===== config.mk =====
export PLATFORM = sky130hd
export DESIGN_NAME = fixed_decimal_ascii_formatter_core
export DESIGN_NICKNAME = d
export VERILOG_FILES = /design/src/hw/rtl/fdaf_pkg.sv /design/src/hw/rtl/fdaf_bcd_unit.sv /design/src/hw/rtl/fdaf_frac_unit.sv /design/src/hw/rtl/fdaf_out_stage.sv /design/src/hw/rtl/fixed_decimal_ascii_formatter_core.sv
export SDC_FILE = /design/constraint.sdc
export NUM_CORES = 1
export LEC_CHECK = 0
export BUFFER_PORTS_ARGS = -buffer_cell sky130_fd_sc_hd__buf_4
export CAP_MARGIN = 10
export CORE_UTILIZATION = 50
export CTS_BUF_LIST = sky130_fd_sc_hd__clkbuf_2 sky130_fd_sc_hd__clkbuf_4 sky130_fd_sc_hd__clkbuf_8
export DETAILED_ROUTE_END_ITERATION = 10
export PLACE_DENSITY = 0.74
export SYNTH_ARGS = -nofsm -noshare
export SYNTH_HDL_FRONTEND = slang
export SYNTH_HIERARCHICAL = 1
export SYNTH_SLANG_ARGS = --single-unit

===== constraint.sdc =====
create_clock -name aclk -period 3.7 [get_ports aclk]
set_input_delay 0.185 -clock aclk [delete_from_list [all_inputs] [get_ports aclk]]
set_output_delay 0.185 -clock aclk [all_outputs]
set_load 0.02 [all_outputs]

===== src/hw/rtl/fdaf_pkg.sv =====
// ----------------------------------------------------------------------------
// fdaf_pkg
// shared constants, types and helpers of the fixed-point decimal text formatter
// ----------------------------------------------------------------------------
package fdaf_pkg;

    localparam int VALUE_W         = 32;
    localparam int TEXT_W          = 8;
    localparam int FRAC_BITS_DEF   = 16;
    localparam int SIG_DIGITS_DEF  = 6;

    localparam logic [TEXT_W-1:0] ASCII_ZERO  = 8'd48;
    localparam logic [TEXT_W-1:0] ASCII_DOT   = 8'h2E;
    localparam logic [TEXT_W-1:0] ASCII_MINUS = 8'h2D;
    localparam logic [TEXT_W-1:0] ASCII_NL    = 8'd10;

    typedef enum logic [2:0] {
        ST_IDLE,
        ST_CONV,
        ST_SIGN,
        ST_SKIP,
        ST_INT,
        ST_DOT,
        ST_FRAC,
        ST_NL
    } fdaf_state_t;

    // control from the sequencer to the digit units
    typedef struct packed {
        logic load;
        logic conv;
        logic int_shift;
        logic frac_step;
    } fdaf_ctrl_t;

    // decimal digits needed for an unsigned number of the given width
    function automatic int dec_digits(input int bits);
        longint unsigned lim;
        longint unsigned p;
        int n;
        lim = (64'd1 << bits) - 64'd1;
        n   = 1;
        p   = 64'd10;
        for (int i = 0; i < 20; i++) begin
            if (p <= lim) begin
                n = n + 1;
                p = p * 64'd10;
            end
        end
        return n;
    endfunction

endpackage


===== src/hw/rtl/fdaf_bcd_unit.sv =====
// ----------------------------------------------------------------------------
// fdaf_bcd_unit
// bit-serial binary to bcd conversion of the integer part, then digit shift-out
// ----------------------------------------------------------------------------
module fdaf_bcd_unit #(
    parameter int INT_W = 16,
    parameter int NDIG  = 5
) (
    input  logic                   aclk,
    input  fdaf_pkg::fdaf_ctrl_t   ctrl,
    input  logic [INT_W-1:0]       int_in,
    output logic [3:0]             top_digit
);
    import fdaf_pkg::*;

    localparam int BCD_W = NDIG * 4;

    logic [BCD_W-1:0] bcd_reg;
    logic [BCD_W-1:0] bcd_next;
    logic [INT_W-1:0] bin_reg;
    logic [INT_W-1:0] bin_next;
    logic [BCD_W-1:0] adj;

    // add-3 correction on every digit of 5 or more before the shift
    always_comb begin
        adj = bcd_reg;
        for (int i = 0; i < NDIG; i++) begin
            if (bcd_reg[i*4 +: 4] >= 4'd5) begin
                adj[i*4 +: 4] = bcd_reg[i*4 +: 4] + 4'd3;
            end
        end
    end

    always_comb begin
        bcd_next = bcd_reg;
        bin_next = bin_reg;
        if (ctrl.load) begin
            bcd_next = '0;
            bin_next = int_in;
        end else if (ctrl.conv) begin
            bcd_next = {adj[BCD_W-2:0], bin_reg[INT_W-1]};
            bin_next = {bin_reg[INT_W-2:0], 1'b0};
        end else if (ctrl.int_shift) begin
            bcd_next = {bcd_reg[BCD_W-5:0], 4'b0000};
        end
    end

    always_ff @(posedge aclk) begin
        bcd_reg <= bcd_next;
        bin_reg <= bin_next;
    end

    assign top_digit = bcd_reg[BCD_W-1 -: 4];

endmodule


===== src/hw/rtl/fdaf_frac_unit.sv =====
// ----------------------------------------------------------------------------
// fdaf_frac_unit
// fraction digits by repeated multiply by ten, one truncated digit per step
// ----------------------------------------------------------------------------
module fdaf_frac_unit #(
    parameter int FW = 16
) (
    input  logic                   aclk,
    input  fdaf_pkg::fdaf_ctrl_t   ctrl,
    input  logic [FW-1:0]          frac_in,
    output logic [3:0]             digit
);
    import fdaf_pkg::*;

    logic [FW-1:0] rem_reg;
    logic [FW-1:0] rem_next;
    logic [FW+3:0] prod;

    // times ten as shift and add
    assign prod  = {1'b0, rem_reg, 3'b000} + {3'b000, rem_reg, 1'b0};
    assign digit = prod[FW+3:FW];

    always_comb begin
        rem_next = rem_reg;
        if (ctrl.load) begin
            rem_next = frac_in;
        end else if (ctrl.frac_step) begin
            rem_next = prod[FW-1:0];
        end
    end

    always_ff @(posedge aclk) begin
        rem_reg <= rem_next;
    end

endmodule


===== src/hw/rtl/fdaf_out_stage.sv =====
// ----------------------------------------------------------------------------
// fdaf_out_stage
// output register of the text channel
// ----------------------------------------------------------------------------
module fdaf_out_stage (
    input  logic                          aclk,
    input  logic                          aresetn,
    input  logic                          in_valid,
    input  logic [fdaf_pkg::TEXT_W-1:0]   in_text,
    input  logic                          in_last,
    output logic                          in_ready,
    output logic                          m_valid,
    input  logic                          m_ready,
    output logic [fdaf_pkg::TEXT_W-1:0]   m_text_byte,
    output logic                          m_last_byte
);
    import fdaf_pkg::*;

    logic              valid_reg;
    logic [TEXT_W-1:0] text_reg;
    logic              last_reg;

    assign in_ready = !valid_reg || m_ready;

    always_ff @(posedge aclk) begin
        if (!aresetn) begin
            valid_reg <= 1'b0;
        end else if (in_valid && in_ready) begin
            valid_reg <= 1'b1;
        end else if (m_ready) begin
            valid_reg <= 1'b0;
        end
    end

    always_ff @(posedge aclk) begin
        if (in_valid && in_ready) begin
            text_reg <= in_text;
            last_reg <= in_last;
        end
    end

    assign m_valid     = valid_reg;
    assign m_text_byte = text_reg;
    assign m_last_byte = last_reg;

endmodule


===== src/hw/rtl/fixed_decimal_ascii_formatter_core.sv =====
// ----------------------------------------------------------------------------
// fixed_decimal_ascii_formatter_core
// signed fixed-point value to ascii decimal text, one character per beat
// ----------------------------------------------------------------------------
// usage
//   input channel s_*: one signed value per beat, FRAC_BITS fractional bits
//   output channel m_*: one ascii character per beat, m_last_byte on the
//     closing newline; text is optional '-', integer digits without leading
//     zeros, '.', truncated fraction digits, newline
//   a zero value is taken and gives no output beat
//   one value at a time: s_ready is high only while the sequencer is idle
//   steps per value: accept, bit-serial bcd conversion of the INT_W =
//     32 - FRAC_BITS integer bits, the minus sign if any, leading zero
//     skip (NDIG integer digit places, D digits shown), then the other
//     characters, each held until the output register takes it
//   the output register lets the sequencer run ahead by one character;
//   a stall on m_ready holds the sequencer, nothing is dropped
//   reset (aresetn low, synchronous) returns to idle and empties the
//   output register
// ----------------------------------------------------------------------------
module fixed_decimal_ascii_formatter_core #(
    parameter int FRAC_BITS  = fdaf_pkg::FRAC_BITS_DEF,
    parameter int SIG_DIGITS = fdaf_pkg::SIG_DIGITS_DEF
) (
    input  logic                                 aclk,
    input  logic                                 aresetn,
    input  logic                                 s_valid,
    output logic                                 s_ready,
    input  logic signed [fdaf_pkg::VALUE_W-1:0]  s_value_in,
    output logic                                 m_valid,
    input  logic                                 m_ready,
    output logic [fdaf_pkg::TEXT_W-1:0]          m_text_byte,
    output logic                                 m_last_byte
);
    import fdaf_pkg::*;

    localparam int INT_W  = VALUE_W - FRAC_BITS;
    localparam int FW     = (FRAC_BITS > 0) ? FRAC_BITS : 1;
    localparam int NDIG   = dec_digits(INT_W);
    localparam int BCW    = $clog2(INT_W);
    localparam int ICW    = $clog2(NDIG + 1);
    localparam int FCW    = $clog2(SIG_DIGITS + 1);
    localparam int CMP_W  = (ICW > FCW) ? ICW : FCW;

    // magnitude of the incoming value, exact also for the most negative one
    logic [VALUE_W-1:0] raw;
    logic [VALUE_W-1:0] mag;
    logic [INT_W-1:0]   int_part;
    logic [FW-1:0]      frac_part;

    assign raw       = unsigned'(s_value_in);
    assign mag       = raw[VALUE_W-1] ? (~raw + VALUE_W'(1)) : raw;
    assign int_part  = mag[VALUE_W-1 -: INT_W];
    assign frac_part = (FRAC_BITS > 0) ? mag[FW-1:0] : '0;

    fdaf_state_t    state_reg;
    fdaf_state_t    state_next;
    logic [BCW-1:0] bit_cnt_reg;
    logic [BCW-1:0] bit_cnt_next;
    logic [ICW-1:0] int_left_reg;
    logic [ICW-1:0] int_left_next;
    logic [FCW-1:0] frac_left_reg;
    logic [FCW-1:0] frac_left_next;
    logic           neg_reg;
    logic           neg_next;

    fdaf_ctrl_t     ctrl;
    logic [3:0]     int_digit;
    logic [3:0]     frac_digit;
    logic           emit_valid;
    logic           emit_ready;
    logic [TEXT_W-1:0] emit_text;
    logic           emit_last;
    logic           in_beat;

    // fraction digit count: places minus shown integer digits, none if negative
    logic [FCW-1:0]   places;
    logic [CMP_W-1:0] places_ext;
    logic [CMP_W-1:0] dig_ext;
    logic [FCW-1:0]   frac_count;

    assign places     = neg_reg ? FCW'(SIG_DIGITS - 1) : FCW'(SIG_DIGITS);
    assign places_ext = CMP_W'(places);
    assign dig_ext    = CMP_W'(int_left_reg);
    assign frac_count = (dig_ext < places_ext) ? FCW'(places_ext - dig_ext) : '0;

    assign in_beat = s_valid && s_ready;

    // ---------------------------------------------------------------- digit units
    fdaf_bcd_unit #(
        .INT_W (INT_W),
        .NDIG  (NDIG)
    ) u_bcd (
        .aclk      (aclk),
        .ctrl      (ctrl),
        .int_in    (int_part),
        .top_digit (int_digit)
    );

    fdaf_frac_unit #(
        .FW (FW)
    ) u_frac (
        .aclk    (aclk),
        .ctrl    (ctrl),
        .frac_in (frac_part),
        .digit   (frac_digit)
    );

    fdaf_out_stage u_out (
        .aclk        (aclk),
        .aresetn     (aresetn),
        .in_valid    (emit_valid),
        .in_text     (emit_text),
        .in_last     (emit_last),
        .in_ready    (emit_ready),
        .m_valid     (m_valid),
        .m_ready     (m_ready),
        .m_text_byte (m_text_byte),
        .m_last_byte (m_last_byte)
    );

    // ---------------------------------------------------------------- next state
    always_comb begin
        state_next = state_reg;
        case (state_reg)
            ST_IDLE: begin
                if (in_beat && (raw != '0)) begin
                    state_next = ST_CONV;
                end
            end
            ST_CONV: begin
                if (bit_cnt_reg == '0) begin
                    state_next = neg_reg ? ST_SIGN : ST_SKIP;
                end
            end
            ST_SIGN: begin
                if (emit_ready) begin
                    state_next = ST_SKIP;
                end
            end
            ST_SKIP: begin
                // integer part zero leads straight to the point
                if (int_left_reg == '0) begin
                    state_next = ST_DOT;
                end else if (int_digit != 4'd0) begin
                    state_next = ST_INT;
                end
            end
            ST_INT: begin
                if (emit_ready && (int_left_reg == ICW'(1))) begin
                    state_next = ST_DOT;
                end
            end
            ST_DOT: begin
                if (emit_ready) begin
                    state_next = (frac_left_reg != '0) ? ST_FRAC : ST_NL;
                end
            end
            ST_FRAC: begin
                if (emit_ready && (frac_left_reg == FCW'(1))) begin
                    state_next = ST_NL;
                end
            end
            ST_NL: begin
                if (emit_ready) begin
                    state_next = ST_IDLE;
                end
            end
            default: begin
                state_next = ST_IDLE;
            end
        endcase
    end

    // ---------------------------------------------------------------- outputs
    always_comb begin
        s_ready        = 1'b0;
        ctrl           = '0;
        emit_valid     = 1'b0;
        emit_text      = ASCII_NL;
        emit_last      = 1'b0;
        case (state_reg)
            ST_IDLE: begin
                s_ready   = 1'b1;
                ctrl.load = in_beat;
            end
            ST_CONV: begin
                ctrl.conv = 1'b1;
            end
            ST_SIGN: begin
                emit_valid = 1'b1;
                emit_text  = ASCII_MINUS;
            end
            ST_SKIP: begin
                // drop leading zero digits without a beat
                ctrl.int_shift = (int_left_reg != '0) && (int_digit == 4'd0);
            end
            ST_INT: begin
                emit_valid     = 1'b1;
                emit_text      = ASCII_ZERO + {4'b0000, int_digit};
                ctrl.int_shift = emit_ready;
            end
            ST_DOT: begin
                emit_valid = 1'b1;
                emit_text  = ASCII_DOT;
            end
            ST_FRAC: begin
                emit_valid     = 1'b1;
                emit_text      = ASCII_ZERO + {4'b0000, frac_digit};
                ctrl.frac_step = emit_ready;
            end
            ST_NL: begin
                emit_valid = 1'b1;
                emit_text  = ASCII_NL;
                emit_last  = 1'b1;
            end
            default: begin
                s_ready = 1'b0;
            end
        endcase
    end

    // ---------------------------------------------------------------- counters
    always_comb begin
        bit_cnt_next   = bit_cnt_reg;
        int_left_next  = int_left_reg;
        frac_left_next = frac_left_reg;
        neg_next       = neg_reg;
        if (state_reg == ST_IDLE) begin
            if (in_beat) begin
                bit_cnt_next  = BCW'(INT_W - 1);
                int_left_next = ICW'(NDIG);
                neg_next      = raw[VALUE_W-1];
            end
        end else if (state_reg == ST_CONV) begin
            bit_cnt_next = bit_cnt_reg - BCW'(1);
        end else if (state_reg == ST_SKIP) begin
            if (ctrl.int_shift) begin
                int_left_next = int_left_reg - ICW'(1);
            end else begin
                // shown integer digits are known here
                frac_left_next = frac_count;
            end
        end else if (state_reg == ST_INT) begin
            if (ctrl.int_shift) begin
                int_left_next = int_left_reg - ICW'(1);
            end
        end else if (state_reg == ST_FRAC) begin
            if (ctrl.frac_step) begin
                frac_left_next = frac_left_reg - FCW'(1);
            end
        end
    end

    // ---------------------------------------------------------------- registers
    always_ff @(posedge aclk) begin
        if (!aresetn) begin
            state_reg     <= ST_IDLE;
            bit_cnt_reg   <= '0;
            int_left_reg  <= '0;
            frac_left_reg <= '0;
            neg_reg       <= 1'b0;
        end else begin
            state_reg     <= state_next;
            bit_cnt_reg   <= bit_cnt_next;
            int_left_reg  <= int_left_next;
            frac_left_reg <= frac_left_next;
            neg_reg       <= neg_next;
        end
    end

    // ---------------------------------------------------------------- checks
    // every character is a digit, point, minus or newline
    a_char_legal: assert property (@(posedge aclk) disable iff (!aresetn)
        m_valid |-> ((m_text_byte >= ASCII_ZERO) && (m_text_byte <= ASCII_ZERO + 8'd9))
                    || (m_text_byte == ASCII_DOT) || (m_text_byte == ASCII_MINUS)
                    || (m_text_byte == ASCII_NL))
        else $error("illegal character on output");

    // the last flag marks the newline and nothing else
    a_last_nl: assert property (@(posedge aclk) disable iff (!aresetn)
        (m_valid && m_last_byte) |-> (m_text_byte == ASCII_NL))
        else $error("last flag on a character other than newline");

    // a nonzero value closes the input right after it is taken (the sequencer keeps it closed until its text is done)
    a_busy: assert property (@(posedge aclk) disable iff (!aresetn)
        (s_valid && s_ready && (s_value_in != '0)) |=> !s_ready)
        else $error("input reopened while formatting");

endmodule

Word-level counts from Yosys, hierarchy flattened --
Cells that the tools add are included.
Cells by class: bitwise operators 3, add/sub/neg operators 13, reductions and logical operators 30, eq/ne operators 21, order comparisons 6, muxes and demuxes 50
Operators with widths (number):
- $mux 3 | 22
- $mux 16 | 4
- $mux 20 | 2
- $add 32x1->32 const B | 1
- $mux 32 | 1
- $not 32->32 | 1
- $reduce_bool 32->1 | 1
- $mux 4 | 7
- $pmux 7 s4 | 1
- $pmux 3 s8 | 1
- $ne 2x2->1 const B | 11
- $add 19x17->20 | 1
- $ge 4x3->1 const B | 5
- $add 4x2->4 const B | 4
- $add 6x4->7 const A | 2
- $reduce_bool 2->1 | 7
- $eq 3x3->1 const B | 4
- $mux 1 | 10
- $eq 3x1->1 const B | 3
- $reduce_bool 3->1 | 3
- $logic_not 4->1 | 2
- $reduce_and 8->1 | 1
- $eq 3x2->1 const B | 2
- $logic_and 1x1->1 | 6
- 17 further kinds | 21
Word-level totals: register bits after elaboration 76, input port bits 36

Depth between registers and ports, before layout --
Gate-level depths: netlist of run 1.
depth after elaboration 8, gate-level depth with buffers 12, depth with buffers taken out 11

Cells and area by module --
Netlist of run 1, hierarchy kept.
Modules (own cells, without submodules):
- fdaf_bcd_unit | area an instance 2005.7 um^2, instances 1, cells an instance 196, sequential area each 880.8 um^2
- fixed_decimal_ascii_formatter_core | area an instance 1712.9 um^2, instances 1, cells an instance 237, sequential area each 280.3 um^2
- fdaf_frac_unit | area an instance 1406.3 um^2, instances 1, cells an instance 152, sequential area each 480.5 um^2
- fdaf_out_stage | area an instance 327.8 um^2, instances 1, cells an instance 14, sequential area each 290.3 um^2

Worst setup path after synthesis of run 1 --
OpenSTA, ideal clock, no wires.
path kind reg-to-reg, start register state_reg[0], end register u_frac.rem_reg[0] (enable), arrival 2.047 ns, path buffers 2, cell stages (with the launch flop) 8, clock period less this slack 2.381 ns, required time 3.366 ns, setup slack 1.319 ns, library setup time 0.334 ns, path through dfxtp_1 or3_1 inv_1 nand2_1 inv_1 clkbuf_1 clkbuf_1 or2_2
RTL lines:
- from (decl) | line fixed_decimal_ascii_formatter_core.sv:56 | fdaf_state_t state_reg;
- from (signal assigned) | line fixed_decimal_ascii_formatter_core.sv:264 | state_reg <= state_next;
- to (signal assigned) | line fdaf_frac_unit.sv:33 | rem_reg <= rem_next;
- to (decl) | line fdaf_frac_unit.sv:15 | logic [FW-1:0] rem_reg;

==> impl_results.md, run 1 <==
- Top FF cell, synth: edfxtp_1
- WHS: 121 ps
- Crit path buffers/inverters: 4
- Root Buffer: clkbuf_8
- Crit-path leading delay family: buffers and inverters
- Post-CTS setup buffers: 0
- HP Class: input port to flop
- Setup TNS: 0 ps
- ANT nets after route: 0
- Share of cells above drive strength 1: 0.164
- Netlist Area Pre-Place: around 0.0055 mm2
- Yosys Warn Count: 6
- Via density: approximately 5.9
- Final Util: 0.576
- Row Count: 37
- First-pass GRT wire length: between 20 and 25 mm
- Core area: about 0.010 mm2
- Remaining DRCs: 0
- Starting Density: 0.521
- Skew final: 12.6 ps
- CTS tree: done
- Worst Setup Start Kind: flop
- Number of port buffers: 46
- Via count: 4536
- P_leak: 2.20 nW
- Final nets: 700
- Final setup fails: 0
- Die Y: 106 um
- DRT iter0 DRCs: 367
- Post-Route WL: 12.3 mm
- WL/cell: between 15 and 20 um
- Diode count: 0
- Placer Congestion: roughly 0.85
- Dpl cell area: slightly below 0.006 mm2
- Highest Clock Rate: 0.350 GHz
- Hold Vio Cnt, Final: 0
- CP Max Fanout: 38
- Post-route total power: 0.00522 W
- Htree depth: 3
- Crit-path most repeated cell: inv_1
- Clock Path Buffers: 2
- Reg clk slew, reported paths: 80 ps
- Yosys reg bits: 76
- Vias in the first global route: 4342
- Synth-to-layout area growth: 10.6%
- Critical Path RT: 3750 ps
- Area occupied by registers: 0.00193 mm2
- Initial antenna violation count: 0
- Largest net degree at the start of global routing: 39
- Outcome: completed
- Max VDD drop: 0.000551 V
- Congestion Overflow GR: 0
- CP Capture Type: flop
- Minimum clock period after layout: 2850 ps
- Fraction of registers with async set or reset after synthesis: 0
- Crit Path Class: flop to flop
- Post-DP HPWL: 9.14 mm
- Final Instance Area: 0.00603 mm2
- Post-CTS Resized: 0
- Final-report max-slew violation count: 0
- Die Footprint: 0.0113 mm2
- Critical Path Max Stage Delay: 510 ps
- Worst Tran Pin Value: 721 ps
- TritonRoute pass-1 iters: 5
- EDFF count, synth: 41
- Max cap viols: 0
- CTS Buf Count: 9
- Max stage delay cell, worst path: dfxtp_1
- Largest register FFs: 20
- Synthesized area per cell: about 9.1 um2
- DIE WIDTH: 106 um
- TritonCTS Sinks: 76
- Worst EP arrival: roughly 2900 ps
- Sequential fraction of the synthesis area: 0.354
- Gate Count Post-Synth: 599
- Clk_lat worst skew: 360 ps
- Fillers: 931
- Tot GR Track Use: 0.225
- Multi-input gate area: about 0.0032 mm2
- Critical Path, Cell by Cell: or3_1 -> inv_1 -> nand2_1 -> inv_2 -> nor2_1 -> inv_1 -> buf_4
- Netlist cell types: slightly below 70
- Io pins: 47
- Slew headroom: 0.518
- RSZ-0062 raised after global routing: false
- Crit share post-route: 0.772
- Pwr/cell area: 865 mW/mm2
- Hold-fix buffers, CTS: 0
==> cell usage in the layout (no fill, tap or decap), types with 10 or more instances in the layout <==
| cell type | synthesis | final |
|---|---|---|
| a21oi_1 | 36 | 36 |
| buf_4 | 10 | 49 |
| clkbuf_8 | 0 | 11 |
| dfxtp_1 | 35 | 35 |
| edfxtp_1 | 41 | 41 |
| ha_1 | 34 | 34 |
| inv_1 | 35 | 34 |
| mux2_2 | 21 | 21 |
| nand2_1 | 61 | 61 |
| nand2b_1 | 12 | 12 |
| nand3_1 | 11 | 11 |
| nor2_1 | 35 | 35 |
| nor3b_1 | 10 | 10 |
| o21ai_0 | 37 | 37 |
| xnor2_1 | 36 | 36 |
==> worst paths after layout <==
check	cells after the start	to	startpoint	slack (ps)
hold / removal	3	u_out/m_valid$_SDFFE_PN0P_	m_ready	120
setup reg to reg	7	u_bcd/bin_reg[14]$_DFFE_PP_	state_reg[1]$_SDFFE_PN0P_	850
setup / recovery	7	u_bcd/bin_reg[14]$_DFFE_PP_	state_reg[1]$_SDFFE_PN0P_	850
hold reg to reg	2	neg_reg$_SDFFE_PN0P_	neg_reg$_SDFFE_PN0P_	480
==> synthesized netlist by cell type (all sizes together), types with 4 or more instances <==
cell type / count / area [um2]
a21boi: 7 / 56.3
clkbuf: 17 / 63.8
buf: 16 / 105
ha: 34 / 425
xor2: 6 / 52.6
and3: 4 / 25.0
nand2b: 13 / 88.8
o211ai: 6 / 50.1
nand2: 61 / 229
a21oi: 36 / 180
edfxtp: 41 / 1230
and2: 7 / 46.3
nor2: 35 / 131
o31ai: 9 / 67.6
nor3b: 10 / 75.1
or3: 6 / 42.5
nor4: 6 / 37.5
o21ai: 45 / 233
a211oi: 11 / 97.6
nand3: 11 / 55.1
o221ai: 8 / 70.1
dfxtp: 35 / 701
nand4b: 8 / 70.1
inv: 35 / 131
nor3: 4 / 20.0
a32oi: 5 / 43.8
mux2i: 9 / 90.1
mux2: 21 / 236
o41ai: 8 / 70.1
xnor2: 36 / 315
a21o: 5 / 37.5
==> cell type report <==
cell class,instances,share of cell area
Clock inverter,4,0.00415
Multi-Input combinational cell,456,0.535
Clock buffer,12,0.0264
Tap cell,136,0.0282
Inverter,35,0.0218
Sequential cell,76,0.320
Timing Repair Buffer,50,0.0643
==> cell families after synthesis <==
family                     after synthesis  share of synthesized area
muxes                                   30                     0.0599
and+or+nand+nor                        184                      0.177
AOI/OAI and AO/OA                      162                      0.200
DFF                                     76                      0.354
adders and majority gates               36                     0.0854
xor gates and xnor gates                42                     0.0675
buffers and inverters                   68                     0.0551
other                                    1                   0.000688
==> power breakdown <==
| part | total, W | leakage (nW) | switching [W] | internal, W |
|---|---|---|---|---|
| registers | 0.00169 | 0.675 | 0.000293 | 0.00140 |
| clock network | 0.000593 | 0.0918 | 0.000308 | 0.000285 |
| logic | 0.00293 | 1.43 | 0.00174 | 0.00120 |
==> worst min-delay path: cells and delay by family <==
| family | cells | cell delay, ps |
|---|---|---|
| buffers and inverters | 1 | 80 |
| AOI/OAI and AO/OA | 1 | 50 |
| and+or+nand+nor | 1 | 130 |
==> per-stage QoR <==
step | std cells | setup WS [ps]
after CTS | 769 | 877
after global routing | 769 | 648
after detailed placement | 753 | 886
final | 769 | 845
after floorplan | 600 | 1320
after global placement | 753 | 1000
==> routing by layer <==
layer	share of wire	GRT usage	vias up	wire length, um
li1	-	-	2251	-
met1	0.46	0.287	2166	5600
met2	0.49	0.388	107	6010
met3	0.039	0.0356	12	479
met4	0.012	0.0724	0	153
met5	0	0	-	0
Note: power is estimated with default switching activity, not from simulation.
==> inputs of run 2 (changes only) <==
==> constraint.sdc (replaced) <==
create_clock -name aclk -period 2.9 [get_ports aclk]
set_input_delay 0.145 -clock aclk [delete_from_list [all_inputs] [get_ports aclk]]
set_output_delay 0.145 -clock aclk [all_outputs]
set_load 0.02 [all_outputs]
==> run 2 against run 1 <==
- utilization rose by 0.68 points
- worst setup slack got worse by 380 ps
- highest routed layer unchanged
- sequential share of layout area fell by 0.37 points
- worst hold slack got worse by 18 ps
- clock-buffer cell count rose by 4
- clock skew fell by 2.8 ps
- critical path depth did not move
- cell area rose by 1.2%
- register-to-register slack got worse by 380 ps
- clock power rose by 29%
- die area did not move
- sequential power rose by 26%
==> impl_results.md, run 2 (synthesized netlist as in run 1, its figures left out) <==
- Outcome: completed (unchanged)
- Skew final: 9.83 ps (was 12.6 ps)
- Worst EP arrival: 2490 ps (was 2910 ps)
- Congestion Overflow GR: 0 (unchanged)
- Most common cell after layout, fill and taps aside: nand2_1 (unchanged)
- Pwr/cell area: 1100 mW/mm2 (was 865 mW/mm2)
- Critical Path, Cell by Cell: or3_1 -> inv_1 -> nand2_1 -> inv_2 -> nor2_1 -> inv_1 -> buf_12 (was or3_1 -> inv_1 -> nand2_1 -> inv_2 -> nor2_1 -> inv_1 -> buf_4)
- Number of port buffers: 46 (unchanged)
- Max stage delay cell, worst path: or3_1 (was dfxtp_1)
- Worst Tran Pin Value: 642 ps (was 721 ps)
- CP Depth: 7 (unchanged)
- R2R setup slack: 470 ps (was 850 ps)
- RSZ-0062 raised after global routing: false (unchanged)
- Final nets: 708 (was 700)
- Starting Density: 0.521 (unchanged)
- Worst Setup Start Kind: flop (unchanged)
- DIE WIDTH: 106 um (unchanged)
- P_leak: 2.25 nW (was 2.20 nW)
- Final setup fails: 0 (unchanged)
- Critical R2R Launch: state_reg[0]$_SDFFE_PN0P_ (was state_reg[1]$_SDFFE_PN0P_)
- Post-DP HPWL: 9.03 mm (was 9.14 mm)
- Hold Vio Cnt, Final: 0 (unchanged)
- Clk_lat worst skew: 350 ps (was 360 ps)
- Htree depth: 3 (unchanged)
- Critical Path Max Stage Delay: 510 ps (about the same)
- Placer Congestion: 0.863 (was 0.846)
- CP Capture Type: flop (unchanged)
- First-pass GRT wire length: 20.4 mm (was 20.3 mm)
- Final-report max-slew violation count: 0 (unchanged)
- Minimum clock period after layout: 2430 ps (was 2850 ps)
- Crit-path leading delay family: buffers and inverters (unchanged)
- Largest net degree at the start of global routing: 35 (was 39)
- TritonRoute pass-1 iters: 6 (was 5)
- Critical Path RT: 2960 ps (was 3750 ps)
- Diode count: 0 (unchanged)
- TritonCTS Sinks: 76 (unchanged)
- Crit path buffers/inverters: 4 (unchanged)
- Slew headroom: 0.568 (was 0.518)
- Hold-fix buffers, CTS: 0 (unchanged)
- Crit share post-route: 0.839 (was 0.772)
- HP Start: m_ready (unchanged)
- Root Buffer: clkbuf_8 (unchanged)
- Crit-path most repeated cell: inv_1 (unchanged)
- Initial antenna violation count: 0 (unchanged)
- Post-CTS Resized: 0 (unchanged)
- Post-route total power: 0.00673 W (was 0.00522 W)
- Max cap viols: 0 (unchanged)
- Crit Reg-Reg Endpoint: u_bcd/bin_reg[9]$_DFFE_PP_ (was u_bcd/bin_reg[14]$_DFFE_PP_)
- Crit Path Class: flop to flop (unchanged)
- ANT nets after route: 0 (unchanged)
- Vias in the first global route: 4334 (was 4342)
- CTS tree: done (unchanged)
- WL/cell: 15.6 um (was 15.9 um)
- Via density: 5.90 (about the same)
- Highest Clock Rate: 0.411 GHz (was 0.350 GHz)
- Synth-to-layout area growth: 11.9% (was 10.6%)
- HP Class: input port to flop (unchanged)
- Io pins: 47 (unchanged)
- Die Y: 106 um (unchanged)
- Setup TNS: 0 ps (unchanged)
- Reg clk slew, reported paths: 80 ps (about the same)
- Worst r2r path cells: 7 (unchanged)
- Clock Path Buffers: 2 (unchanged)
- CP Max Fanout: 18 (was 38)
- Via count: 4582 (was 4536)
- DRT iter0 DRCs: 297 (was 367)
- Remaining DRCs: 0 (unchanged)
- Commonest cells after routing, fill and taps aside: 61 x nand2_1, 56 x buf_4, 41 x edfxtp_1 (was 61 x nand2_1, 49 x buf_4, 41 x edfxtp_1)
- Post-Route WL: 12.1 mm (was 12.3 mm)
- Largest register FFs: 20 (unchanged)
- Share of cells above drive strength 1: 0.175 (was 0.164)
- Row Count: 37 (unchanged)
- Core area: 0.0105 mm2 (unchanged)
- Final Util: 0.583 (was 0.576)
- Max VDD drop: 0.000729 V (was 0.000551 V)
- Die Footprint: 0.0113 mm2 (unchanged)
- Worst Setup SP: state_reg[0]$_SDFFE_PN0P_ (was state_reg[1]$_SDFFE_PN0P_)
- CTS Buf Count: 9 (unchanged)
- Tot GR Track Use: 0.224 (was 0.225)
- Post-CTS setup buffers: 0 (unchanged)
- Crit path capture: u_bcd/bin_reg[9]$_DFFE_PP_ (was u_bcd/bin_reg[14]$_DFFE_PP_)
run 2: cell types whose count changed in the layout (fill, tap and decap cells not counted), sizes merged:
| cell | delta |
|---|---|
| buf | +8 |
| clkbuf | +4 |
| clkinv | -2 |
| clkinvlp | -2 |
run 2: layer usage:
layer	wire (um)	GRT usage
met5	0	0
met4	122	0.0744
met3	514	0.0300
met2	5950	0.382
met1	5540	0.292
run 2: worst register-to-register path, delay by kind of cell (launching register included):
family | cells | cell delay [ps]
buf+inv | 4 | 930
flops | 1 | 430
simple gates | 3 | 760
run 2: final cells by class:
class,instances,area (um2)
Inverter,35,131
Multi-Input combinational cell,456,3220
Fill cell,945,4360
Clock buffer,16,183
Timing Repair Buffer,58,460
Tap cell,136,170
Sequential cell,76,1930
run 2: power by group:
group | switching (W) | total (W) | leakage [nW] | internal [W]
Combinational | 0.00223 | 0.00383 | 1.48 | 0.00160
Sequential | 0.000350 | 0.00213 | 0.675 | 0.00178
Clock | 0.000372 | 0.000766 | 0.0995 | 0.000394
Total | 0.00295 | 0.00673 | 2.25 | 0.00378
run 2: worst min path at each step:
stage                                 end  slack (ps)  cells after the start
3_5_place_dp   u_out/m_valid$_SDFFE_PN0P_         460                      3
6_report       u_out/m_valid$_SDFFE_PN0P_         100                      3
2_1_floorplan   state_reg[2]$_SDFFE_PN0P_         290                      2
4_1_cts        u_out/m_valid$_SDFFE_PN0P_          90                      3
3_3_place_gp         neg_reg$_SDFFE_PN0P_         460                      2
5_1_grt        u_out/m_valid$_SDFFE_PN0P_         110                      3
run 2: stage by stage:
| stage | setup slack, ps | hold WS (ps) | std cells | area, um2 |
|---|---|---|---|---|
| after global placement | 328 | 459 | 761 | 5920 |
| after CTS | 476 | 92.5 | 777 | 6100 |
| after floorplan | 519 | 287 | 600 | 5460 |
| after detailed placement | 293 | 465 | 761 | 5920 |
| final | 467 | 103 | 777 | 6100 |
| after global routing | 243 | 114 | 777 | 6100 |
